### src/rtl/tfq_pkg.sv
package tfq_pkg;

    localparam int TAG_BITS = 8;
    localparam int COUNT_BITS = 8;
    localparam int LEVELS = 3;

    localparam logic MODE_ENQUEUE = 1'b0;
    localparam logic MODE_DEQUEUE = 1'b1;

    localparam logic [1:0] LEVEL_TOP = 2'd0;
    localparam logic [1:0] LEVEL_MIDDLE = 2'd1;
    localparam logic [1:0] LEVEL_BOTTOM = 2'd2;

    localparam logic [1:0] STATUS_OK = 2'd0;
    localparam logic [1:0] STATUS_FULL = 2'd1;
    localparam logic [1:0] STATUS_EMPTY = 2'd2;

    typedef struct packed {
        logic                  mode;
        logic [TAG_BITS-1:0]   request_tag;
        logic [COUNT_BITS-1:0] served_count;
    } in_item_t;

    typedef struct packed {
        logic [TAG_BITS-1:0] out_tag;
        logic                out_valid;
        logic [1:0]          out_level;
        logic [1:0]          status;
    } out_item_t;

endpackage

### src/rtl/tfq_ram.sv
module tfq_ram #(
    parameter int WIDTH = 8,
    parameter int DEPTH = 16
) (
    input  logic                     aclk,
    input  logic                     we,
    input  logic [$clog2(DEPTH)-1:0] waddr,
    input  logic [WIDTH-1:0]         wdata,
    input  logic                     re,
    input  logic [$clog2(DEPTH)-1:0] raddr,
    output logic [WIDTH-1:0]         rdata
);

    logic [WIDTH-1:0] mem_reg [DEPTH];
    logic [WIDTH-1:0] rdata_reg;

    always_ff @(posedge aclk) begin
        if (we) begin
            mem_reg[waddr] <= wdata;
        end
        if (re) begin
            rdata_reg <= mem_reg[raddr];
        end
    end

    assign rdata = rdata_reg;

endmodule

### src/rtl/three_level_feedback_queue.sv
// Three-level feedback queue of request tags.
//
// Input channel s_valid/s_ready/s_data carries one beat per operation. With
// mode enqueue, request_tag goes to the top queue for served_count 0, the
// middle queue for 1 and the bottom queue otherwise; a full queue drops the
// tag and reports status full. With mode dequeue, the oldest tag of the
// highest non-empty queue is popped; if all queues are empty the status says
// so. Every input beat yields exactly one result beat on m_valid/m_ready/m_data.
//
// An accepted beat loads stage 1 and the RAM read register, then the output
// register that drives m_data. Throughput is one beat per cycle unless m_ready
// stalls, set by the single registered read or write port of each level's tag
// RAM, which is used once per operation. A stalled m_ready holds the result and
// the stage behind it; s_ready drops only when both are full.
//
// Reset clears pointers, fill counts and both valid stages; all queues read as
// empty at once. RAM contents are not cleared.
module three_level_feedback_queue #(
    parameter int QUEUE_DEPTH = 16,
    parameter int TAG_WIDTH = 8
) (
    input  logic                aclk,
    input  logic                aresetn,
    input  logic                s_valid,
    output logic                s_ready,
    input  tfq_pkg::in_item_t   s_data,
    output logic                m_valid,
    input  logic                m_ready,
    output tfq_pkg::out_item_t  m_data
);

    localparam int STORE_W = (TAG_WIDTH < tfq_pkg::TAG_BITS) ? TAG_WIDTH : tfq_pkg::TAG_BITS;
    localparam int PTR_W = $clog2(QUEUE_DEPTH);
    localparam int CNT_W = $clog2(QUEUE_DEPTH + 1);
    localparam int LEV = tfq_pkg::LEVELS;

    logic [PTR_W-1:0] head_reg [LEV];
    logic [PTR_W-1:0] tail_reg [LEV];
    logic [CNT_W-1:0] count_reg [LEV];

    logic             s1_valid_reg;
    logic             s1_hit_reg;
    logic [1:0]       s1_level_reg;
    logic [1:0]       s1_status_reg;

    logic               m_valid_reg;
    tfq_pkg::out_item_t m_data_reg;

    logic             accept;
    logic             s1_advance;
    logic             is_enq;
    logic [1:0]       enq_level;
    logic [1:0]       deq_level;
    logic [1:0]       op_level;
    logic [1:0]       meta_level;
    logic [1:0]       meta_status;
    logic             deq_hit;
    logic             full;
    logic             push;
    logic             pop;
    logic [LEV-1:0]   nonempty;
    logic [LEV-1:0]   ram_we;
    logic [LEV-1:0]   ram_re;
    logic [STORE_W-1:0] ram_rdata [LEV];
    logic [STORE_W-1:0] wdata;
    logic [STORE_W-1:0] sel_rdata;

    function automatic logic [PTR_W-1:0] next_ptr(input logic [PTR_W-1:0] ptr);
        return (ptr == PTR_W'(QUEUE_DEPTH - 1)) ? '0 : ptr + 1'b1;
    endfunction

    assign s1_advance = !m_valid_reg || m_ready;
    assign s_ready = !s1_valid_reg || s1_advance;
    assign accept = s_valid && s_ready;
    assign is_enq = (s_data.mode == tfq_pkg::MODE_ENQUEUE);

    always_comb begin
        if (s_data.served_count == tfq_pkg::COUNT_BITS'(0)) begin
            enq_level = tfq_pkg::LEVEL_TOP;
        end else if (s_data.served_count == tfq_pkg::COUNT_BITS'(1)) begin
            enq_level = tfq_pkg::LEVEL_MIDDLE;
        end else begin
            enq_level = tfq_pkg::LEVEL_BOTTOM;
        end
    end

    always_comb begin
        for (int l = 0; l < LEV; l++) begin
            nonempty[l] = (count_reg[l] != '0);
        end
    end

    // Priority pick: top, then middle, then bottom.
    always_comb begin
        if (nonempty[0]) begin
            deq_level = tfq_pkg::LEVEL_TOP;
        end else if (nonempty[1]) begin
            deq_level = tfq_pkg::LEVEL_MIDDLE;
        end else begin
            deq_level = tfq_pkg::LEVEL_BOTTOM;
        end
    end

    assign deq_hit = |nonempty;
    assign full = (count_reg[enq_level] == CNT_W'(QUEUE_DEPTH));
    assign push = accept && is_enq && !full;
    assign pop = accept && !is_enq && deq_hit;
    assign op_level = is_enq ? enq_level : deq_level;
    assign wdata = s_data.request_tag[STORE_W-1:0];

    always_comb begin
        if (is_enq) begin
            meta_level = enq_level;
            meta_status = full ? tfq_pkg::STATUS_FULL : tfq_pkg::STATUS_OK;
        end else if (deq_hit) begin
            meta_level = deq_level;
            meta_status = tfq_pkg::STATUS_OK;
        end else begin
            meta_level = tfq_pkg::LEVEL_TOP;
            meta_status = tfq_pkg::STATUS_EMPTY;
        end
    end

    always_comb begin
        for (int l = 0; l < LEV; l++) begin
            ram_we[l] = push && (op_level == 2'(l));
            ram_re[l] = pop && (op_level == 2'(l));
        end
    end

    for (genvar g = 0; g < LEV; g++) begin : g_level
        tfq_ram #(
            .WIDTH (STORE_W),
            .DEPTH (QUEUE_DEPTH)
        ) u_ram (
            .aclk  (aclk),
            .we    (ram_we[g]),
            .waddr (tail_reg[g]),
            .wdata (wdata),
            .re    (ram_re[g]),
            .raddr (head_reg[g]),
            .rdata (ram_rdata[g])
        );
    end

    always_ff @(posedge aclk) begin
        if (!aresetn) begin
            for (int l = 0; l < LEV; l++) begin
                head_reg[l] <= '0;
                tail_reg[l] <= '0;
                count_reg[l] <= '0;
            end
        end else begin
            for (int l = 0; l < LEV; l++) begin
                if (ram_we[l]) begin
                    tail_reg[l] <= next_ptr(tail_reg[l]);
                    count_reg[l] <= count_reg[l] + 1'b1;
                end
                if (ram_re[l]) begin
                    head_reg[l] <= next_ptr(head_reg[l]);
                    count_reg[l] <= count_reg[l] - 1'b1;
                end
            end
        end
    end

    // Stage 1 waits for the RAM read; hold it while the output is stalled.
    always_ff @(posedge aclk) begin
        if (!aresetn) begin
            s1_valid_reg <= 1'b0;
        end else if (accept) begin
            s1_valid_reg <= 1'b1;
        end else if (s1_advance) begin
            s1_valid_reg <= 1'b0;
        end
    end

    always_ff @(posedge aclk) begin
        if (accept) begin
            s1_hit_reg <= pop;
            s1_level_reg <= meta_level;
            s1_status_reg <= meta_status;
        end
    end

    assign sel_rdata = (s1_level_reg == tfq_pkg::LEVEL_TOP)    ? ram_rdata[0] :
                       (s1_level_reg == tfq_pkg::LEVEL_MIDDLE) ? ram_rdata[1] :
                                                                 ram_rdata[2];

    always_ff @(posedge aclk) begin
        if (!aresetn) begin
            m_valid_reg <= 1'b0;
        end else if (s1_advance) begin
            m_valid_reg <= s1_valid_reg;
        end
    end

    always_ff @(posedge aclk) begin
        if (s1_advance && s1_valid_reg) begin
            m_data_reg.out_tag <= s1_hit_reg ? tfq_pkg::TAG_BITS'(sel_rdata) : '0;
            m_data_reg.out_valid <= s1_hit_reg;
            m_data_reg.out_level <= s1_level_reg;
            m_data_reg.status <= s1_status_reg;
        end
    end

    assign m_valid = m_valid_reg;
    assign m_data = m_data_reg;

endmodule

### config.mk
export PLATFORM = sky130hd
export DESIGN_NAME = three_level_feedback_queue
export DESIGN_NICKNAME = d
export VERILOG_FILES = /design/src/rtl/tfq_pkg.sv /design/src/rtl/tfq_ram.sv /design/src/rtl/three_level_feedback_queue.sv
export SDC_FILE = /design/constraint.sdc
export NUM_CORES = 1
export LEC_CHECK = 0
export ABC_AREA = 1
export BUFFER_PORTS_ARGS = -buffer_cell sky130_fd_sc_hd__buf_4
export CORE_MARGIN = 4
export CORE_UTILIZATION = 50
export DETAILED_ROUTE_END_ITERATION = 12
export GPL_TIMING_DRIVEN = 1
export MAX_ROUTING_LAYER = met4
export PLACE_DENSITY = 0.66
export SYNTH_ARGS = -nofsm -noshare
export SYNTH_HDL_FRONTEND = slang
export SYNTH_SLANG_ARGS = --single-unit
### constraint.sdc
create_clock -name aclk -period 3.96 [get_ports aclk]
set_clock_uncertainty 0.1 [all_clocks]
set_input_delay 0.198 -clock aclk [delete_from_list [all_inputs] [get_ports aclk]]
set_output_delay 0.198 -clock aclk [all_outputs]
set_load 0.01 [all_outputs]
# Word-level counts from Yosys, hierarchy flattened
# Memory sizes are Yosys's and may differ from the RTL's. A register that Yosys moved wholly into a read port is not among the register bits.
# Cells that the tools add are included.
[classes]
div_mod_pow = 0
n_eq_ne = 11
bitwise = 13
shift = 0
add_sub_neg = 12
n_mul = 0
n_mux = 54
magnitude_cmp = 0
n_reduce_logical = 25
[op_table]
columns = ["cell", "count"]
rows = [
  ["$mux W4", 12],
  ["$mux W5", 6],
  ["$mux W1", 25],
  ["$add A4 B1 Y4 const B", 6],
  ["$eq A4 B4 Y1 const B", 6],
  ["$mux W2", 9],
  ["$mux W8", 2],
  ["$add A5 B1 Y5 const B", 3],
  ["$reduce_bool A5 Y1", 3],
  ["$sub A5 B1 Y5 const B", 3],
  ["$logic_and A1 B1 Y1", 12],
  ["$or A1 B1 Y1", 12],
  ["$eq A8 B1 Y1 const B", 1],
  ["$logic_not A8 Y1", 1],
  ["$eq A5 B5 Y1 const B", 1],
  ["$eq A2 B1 Y1 const B", 2],
  ["$logic_not A2 Y1", 2],
  ["$logic_not A1 Y1", 3],
  ["$reduce_or A3 Y1", 1],
  ["$eq A2 B2 Y1 const B", 1],
  ["$logic_or A1 B1 Y1", 2],
  ["$reduce_bool A2 Y1", 1],
  ["$not A1 Y1", 1],
]
[totals]
elab_cells = 130
inputBits = 21
mem_bits_rw = 423
rom_bits = 0
ff_bits = 20
latch_bits = 0
output_inout_bits = 15
n_memories = 6
[memory_table]
columns = ["memory", "depth", "width", "rd", "rd_ports_with_merged_regs", "wr", "line", "text"]
rows = [
  ["g_level[0].u_ram.mem_reg", 16, 8, 1, 1, 1, "tfq_ram.sv:14", "logic [WIDTH-1:0] mem_reg [DEPTH];"],
  ["g_level[1].u_ram.mem_reg", 16, 8, 1, 1, 1, "tfq_ram.sv:14", ""],
  ["g_level[2].u_ram.mem_reg", 16, 8, 1, 1, 1, "tfq_ram.sv:14", ""],
  ["count_reg", 3, 5, 4, 0, 3, "three_level_feedback_queue.sv:39", "logic [CNT_W-1:0] count_reg [LEV];"],
  ["head_reg", 3, 4, 3, 0, 3, "three_level_feedback_queue.sv:37", "logic [PTR_W-1:0] head_reg [LEV];"],
  ["tail_reg", 3, 4, 3, 0, 3, "three_level_feedback_queue.sv:38", "logic [PTR_W-1:0] tail_reg [LEV];"],
]

# Depth between registers and ports, before layout
# Gate-level depths: netlist of run 1.
# An unclocked memory read counts as a cell.
[depth]
ltp_word = 13
depth_mapped = 21
mapped_depth_nobuf = 21

# Cells and area by module
# From an unflattened synthesis of run 1, not the netlist that was laid out.
[unflattened]
hier_cells = 2027
area_unflattened_um2 = 21097.7
[modules_own_cells]
columns = ["mod", "area_per_inst_um2", "instances", "cells_each", "seq_area_each_um2"]
rows = [
  ["tfq_ram (g_level[1].u_ram ...)", 5846.9, 2, 551, 4083.9],
  ["tfq_ram (g_level[0].u_ram)", 5850.6, 1, 552, 4083.9],
  ["three_level_feedback_queue", 3553.4, 1, 373, 1751.7],
]

# Worst setup path after synthesis of run 1
# No wires, ideal clock.
[synth_timing]
path_kind = "reg2reg"
start = "memory count_reg[2][0] in the netlist's numbering"
end = "memory count_reg[1][4] in the netlist's numbering, data pin"
arrival_time_ns = 2.272
slack_ns = 1.340
stages_incl_launch_ff = 17
n_path_buf = 0
required_ns = 3.612
synth_period_minus_slack_ns = 2.620
setup_time_ns = 0.248
path_cell_list = "edfxtp_1 -> inv_1 -> ha_1 -> nand3_1 -> nor2_1 -> nand3_2 -> nand2_4 -> nor2_8 -> nand2_4 -> fa_1 -> nand3b_1 -> nand2_1 -> xor2_1 -> nand3b_1 -> nand2_1 -> nand2_2 -> inv_2"
[synth_lines]
columns = ["item", "line"]
rows = [
  ["start: declaration", "three_level_feedback_queue.sv:39"],
]

==> flow_summary.toml, run 1 <==
[cts]
path_clk_slew_ns = 0.06
cts_resized = 0
root_buffer = "clkbuf_16"
h-tree-depth = 2
numCtsBuffers = 47
cts_tree = "yes"
cts.sinks = 467
cts_buffer_depth = 3
clk_latency_ns = 0.58

[timing]
fin_crit_sh = 0.7361
fmax_ghz = 0.3431
finalSetupTns_ns = 0
hold_slack_ns = 0.04410
min_period_ns = 2.915
worstMarginPinSlew_ns = 1.097
slew_violations = 0
rsz0062_at_grt = "no"
max_slew_margin = 0.2684
hold_viol = 0
setup_viol = 0

[worst_setup_path]
cp-end-kind = "flop"
critPathRequiredTime_ns = 4.20
r2r_slack_ns = 1.05
slowest_stage = "fa_1"
crit_cells = 16
cpLargestDelayFamily = "simple AND/OR/NAND/NOR gates"
worst-r2r-cell-count = 16
start_kind = "flop"
worstPathArrival_ns = 3.16
path_cells = "nor2_1, nand2_1, nor2_2, nand3_2, nand2_4, inv_4, nor2_8, nand2_4, fa_1, nand3b_1, nand2_1, xor2_1, nand3b_1, nand2_1, nand2_2, inv_2"
crit_buf_inv = 2
crit_fanout = 10
crit_type = "reg -> reg"
cp_common_cell = "nand2_1"
slowest_delay_ns = 0.42

[cells_and_area]
diodes = 0
final_nets = 1588
area_growth_pct = 11.25
largest_register_ffs = 384
layout_common_cells = "edfxtp_1, nor2_1, nand2_1, o21ai_0, inv_1"
layout_commonest_cell = "edfxtp_1"
final_util = 0.5685
drive_above_1_share = 0.1017
stdcell_count = 2084

[global_route]
grt_pass1_vias = 11490
antenna_found_initial = 0
grt_pass1_wl_um = 66570
grtUsageTotal = 0.2119
overflow = 0
grt_start_max_net_pins = 68

[synthesis]
synth_seq_cells = 467
yosys.area.top_type_share = 0.7186
seq_area_frac_synth = 0.7207
yosys.area.top_type = "edfxtp_1"
synth-edff-count = 465
syn_avg_cell_area_um2 = 12.88
synthesis.area_um2 = 19430
syn_inst = 1509
yosys_warnings = 0
synth_flop_cell = "edfxtp_1"
ys_types = 38
syn_nets = 1556
async_flop_share = 0
synthTopCellsByArea = "edfxtp_1, nor2_1, o21ai_0"

[power]
power_per_cell_area_nw_per_um2 = 484.4
leakage_nw = 7.454
ir_drop_mv = 0.3837

[die]
start_util = 0.5111
die_y_um = 205.1
die_x_um = 205.1
core_area_um2 = 38020
ioPinCount = 36
rows = 71
dieArea_um2 = 42080

[worst_hold_path]
hold_path_depth = 1
holdCritPathClass = "in -> reg"

[detailed_routing]
antenna_left = 0
routed_wl_um = 42910
dr.pass1.iters = 5
post_drt_wl_per_cell_um = 20.59
drt-vias-per-instance = 5.639
drt-initial-drc-count = 1171
vias = 11750
remaining_drc_errors = 0

[flow_run]
drv_cap = 0

[placed_design]
place.gp.congestion = 0.8744
dp_hpwl_um = 26110
dp.cells = 2000
port_buffers = 35

[run_status]
outcome = "finished clean"
==> report_power, final <==
part           internal, mW  total [mW]  leakage [nW]  switching (mW)
Combinational         0.190       0.651          2.48           0.462
Clock                  2.44        4.24         0.707            1.81
Sequential             5.51        5.58          4.27          0.0623
==> per-layer routing <==
layer  wire length [um]  track usage  vias up
met4               1232      0.07010        0
li1                   -            -     5516
met1              19220       0.2989     5800
met5                  0            -        -
met2              19880       0.3177      361
met3               2573      0.03641       75
==> timing repair <==
item / 4_1_cts / 5_1_grt
buffers inserted: 0 / 0
hold buffers: 3 / 0
hold endpoints to repair: 5 / 0
==> path summary, 6_finish.rpt <==
check	to	start
min	g_level[2].u_ram.mem_reg[4][1]	s_data[9]
max	count_reg[1][4]	count_reg[0][2]
max reg2reg	count_reg[1][4]	count_reg[0][2]
min reg2reg	m_data[0]	s1_status_reg[0]
==> cell families (layout without fill, tap and decap cells) <==
group	after synthesis	count (layout)	share of synthesized area
muxes	36	36	0.01854
buffers and inverters	161	225	0.03323
and+or+nand+nor	559	559	0.1211
AOI/OAI and AO/OA	240	240	0.07997
adders and majority gates	26	26	0.01751
DFF	467	467	0.7207
xor gates and xnor gates	20	20	0.009015
==> through the flow <==
stage                     area, um2  power, mW  setup slack (ns)
after global placement        20140      6.314             1.159
after global routing          21620      10.83            0.8000
after floorplan               19430      6.062             1.340
after detailed placement      20140      6.328             1.077
after CTS                     21620      10.54             1.076
final                         21620      10.47             1.045
==> cell usage after synthesis, types with 16 or more instances <==
master / n
nor2_1: 310
edfxtp_1: 465
o211ai_1: 24
mux2i_1: 36
o221ai_1: 24
buf_2: 16
clkbuf_1: 47
inv_1: 72
ha_1: 24
nand2_1: 145
nand3_1: 67
o21ai_0: 120
o32ai_1: 48
==> layout make-up <==
cell class | instances | area (um2)
Fill cell | 3108 | 16400
Sequential cell | 467 | 14000
Multi-Input combinational cell | 881 | 4791
Clock buffer | 55 | 1206
Tap cell | 511 | 639.4
Timing Repair Buffer | 49 | 375.4
Inverter | 95 | 361.6
Clock inverter | 26 | 240.2
Power figures use the tool's default switching activity.
==> run 2: changes to the inputs <==
ABC_AREA = 0   (was 1)
clock period = 2.8 ns   (was 3.96 ns; I/O delays follow)
==> run 2 against run 1 <==
  * Critical path depth fell by 4
  * Combinational power grew 51%
  * Routed wire length down 9.2%
  * Via count shrank 20%
  * Maximum frequency grew 6.6%
  * Hold slack improved by 0.018 ns
  * Cell count shrank 21%
  * Utilization rose by 3.3 points
  * Sequential power up 42%
  * Area after synthesis down 2.8%
  * Highest routed layer unchanged
==> flow_summary.toml, run 2 <==
[worst_setup_path]
r2r_start = "count_reg[0][1]"
crit_type = "reg -> reg"
r2r_slack_ns = 0.07
crit_buf_inv = 2
worst-r2r-cell-count = 12
cpLargestDelayFamily = "simple AND/OR/NAND/NOR gates"
crit_fanout = 4
critPathRequiredTime_ns = 3.03
worstPathArrival_ns = 2.97
r2r_end = "count_reg[1][4]"
path_cells = "or4_4, nor2_2, a32o_2, nor2b_4, inv_2, fa_2, inv_2, a21o_1, a21oi_1, xnor2_1, xnor2_1, nor2_1"
slowest_stage = "or4_4"
slowest_delay_ns = 0.57
start_kind = "flop"
cp-end-kind = "flop"

[synthesis]
synthTopCellsByArea = "edfxtp_1, mux4_2, ha_1"
synth_flop_cell = "edfxtp_1"
syn_avg_cell_area_um2 = 19.78
async_flop_share = 0
yosys-top-cells-count = "edfxtp_1, mux4_2, nor2_1, nand2_1, inv_1"
synth-edff-count = 465
yosys_warnings = 0
synthesis.area_um2 = 18890
synth_seq_cells = 467
synth_most_common_cell = "edfxtp_1"
yosys.area.top_type_share = 0.7392
syn_inst = 955
syn_nets = 1002
ys_types = 55
seq_area_frac_synth = 0.7413
yosys.area.top_type = "edfxtp_1"

[cells_and_area]
area_growth_pct = 17.78
diodes = 0
fillers = 2680
layout_commonest_cell = "edfxtp_1"
seqCellArea_um2 = 14000
multi_input_area_um2 = 4711
drive_above_1_share = 0.2977
final_util = 0.6020
fin_area_um2 = 22250
layout_common_cells = "edfxtp_1, mux4_2, buf_4, nor2_1, clkbuf_16"
final_nets = 1152
largest_register_ffs = 384

[cts]
cts_buffer_depth = 3
numCtsBuffers = 47
h-tree-depth = 2
cts_tree = "yes"
path_clk_slew_ns = 0.06
root_buffer = "clkbuf_16"
clk_latency_ns = 0.58
cts.sinks = 467

[placed_design]
port_buffers = 35
place.gp.congestion = 0.8666
placedInstanceArea_um2 = 20530
place_ws_ns = -0.09940
dp_hpwl_um = 24210

[timing]
hold_viol = 0
max_slew_margin = 0.4278
setup_viol = 0
min_period_ns = 2.735
fin_crit_sh = 0.9766
rsz0062_at_grt = "yes"
fmax_ghz = 0.3657
worstMarginPinSlew_ns = 0.8552
setup_slack_ns = 0.06542
slew_violations = 0

[global_route]
grtUsageTotal = 0.1978
grt_start_max_net_pins = 49
overflow = 0
grt_pass1_wl_um = 59660
grt_pass1_vias = 9602
antenna_found_initial = 0

[run_status]
outcome = "finished clean"

[die]
start_util = 0.5111
dieArea_um2 = 40950
ioPinCount = 36
rows = 70
die_x_um = 202.4
die_y_um = 202.4
core_area_um2 = 36960

[detailed_routing]
drt-initial-drc-count = 805
post_drt_wl_per_cell_um = 23.66
vias = 9369
drt-vias-per-instance = 5.692
antenna_left = 0
dr.pass1.iters = 7
remaining_drc_errors = 0
routed_wl_um = 38950

[flow_run]
drv_cap = 0

[worst_hold_path]
hold_path_depth = 4
holdCritPathClass = "in -> reg"
hold_path_end = "s1_level_reg[0]"
holdCritStartpoint = "s_data[0]"

[power]
power_per_cell_area_nw_per_um2 = 661.9
p_total_mw = 14.73
leakage_nw = 7.375
ir_drop_mv = 0.5030
run 2: cell count changes after synthesis, sizes merged, moves of 24 or more:
cell	previous run	this run
nor2	319	54
nand2	161	37
mux4	0	120
o21ai	122	15
nand3	72	10
inv	87	31
o32ai	48	0
mux2i	36	9
and2	0	26
o211ai	24	0
run 2: cells by family after synthesis:
family | synth area share
DFF | 0.7413
and+or+nand+nor | 0.05074
muxes | 0.1478
buffers and inverters | 0.01537
AOI/OAI and AO/OA | 0.02020
adders and majority gates | 0.01802
xor gates and xnor gates | 0.006491
run 2: area by class of cell:
cell class	instances	share of cell area
clock buffer	61	0.05522
clock inverter	25	0.008098
inverter	31	0.005230
multi-input combinational	414	0.2117
sequential	467	0.6294
tap	504	0.02834
timing repair buffer	144	0.06197
run 2: tightest hold or removal path, stage by stage:
cell,delay [ns]
buf_4,0.10
nor2b_1,0.13
a32o_2,0.14
buf_4,0.12
run 2: per-stage QoR:
step | hold slack, ns | instances | TNS [ns]
2_1_floorplan | 0.1389 | 955 | -1.627
6_report | 0.06199 | 1646 | 0
4_1_cts | 0.01389 | 1639 | -0.002709
3_3_place_gp | 0.3035 | 1535 | -0.1215
5_1_grt | 0.08044 | 1646 | -0.2784
3_5_place_dp | 0.3163 | 1535 | -3.199
run 2: repair_timing:
action                                  CTS  global route
hold buffers                             16             0
pin swaps                                 1            10
buffers inserted                          2             7
gates cloned                              0             0
endpoints found under the setup margin   35           265
hold endpoints to repair                290             0
resized for setup                         5            15
run 2: worst max-delay path by stage:
stage,startpoint,to,slack (ns),cells after the start
after floorplan,count_reg[0][4],g_level[0].u_ram.mem_reg[0][0],-0.07,6
after global placement,count_reg[0][1],count_reg[1][4],-0.03,12
after detailed placement,count_reg[1][2],g_level[1].u_ram.mem_reg[7][2],-0.1,8
after CTS,count_reg[1][2],g_level[1].u_ram.mem_reg[9][5],-0.001,8
after global routing,count_reg[2][1],count_reg[0][4],-0.11,13
final,count_reg[0][1],count_reg[1][4],0.07,12
run 2: per-layer routing:
metal,vias up,GRT usage,share of wire
met5,-,-,0
met4,0,0.04268,0.018
met3,45,0.03578,0.054
met2,282,0.2944,0.47
met1,4881,0.2930,0.46
li1,4161,-,-
run 2: power by group:
group	total (mW)	internal, mW	switching, mW
combinational	0.983	0.464	0.519
clock	5.83	3.28	2.54
sequential	7.92	7.81	0.107
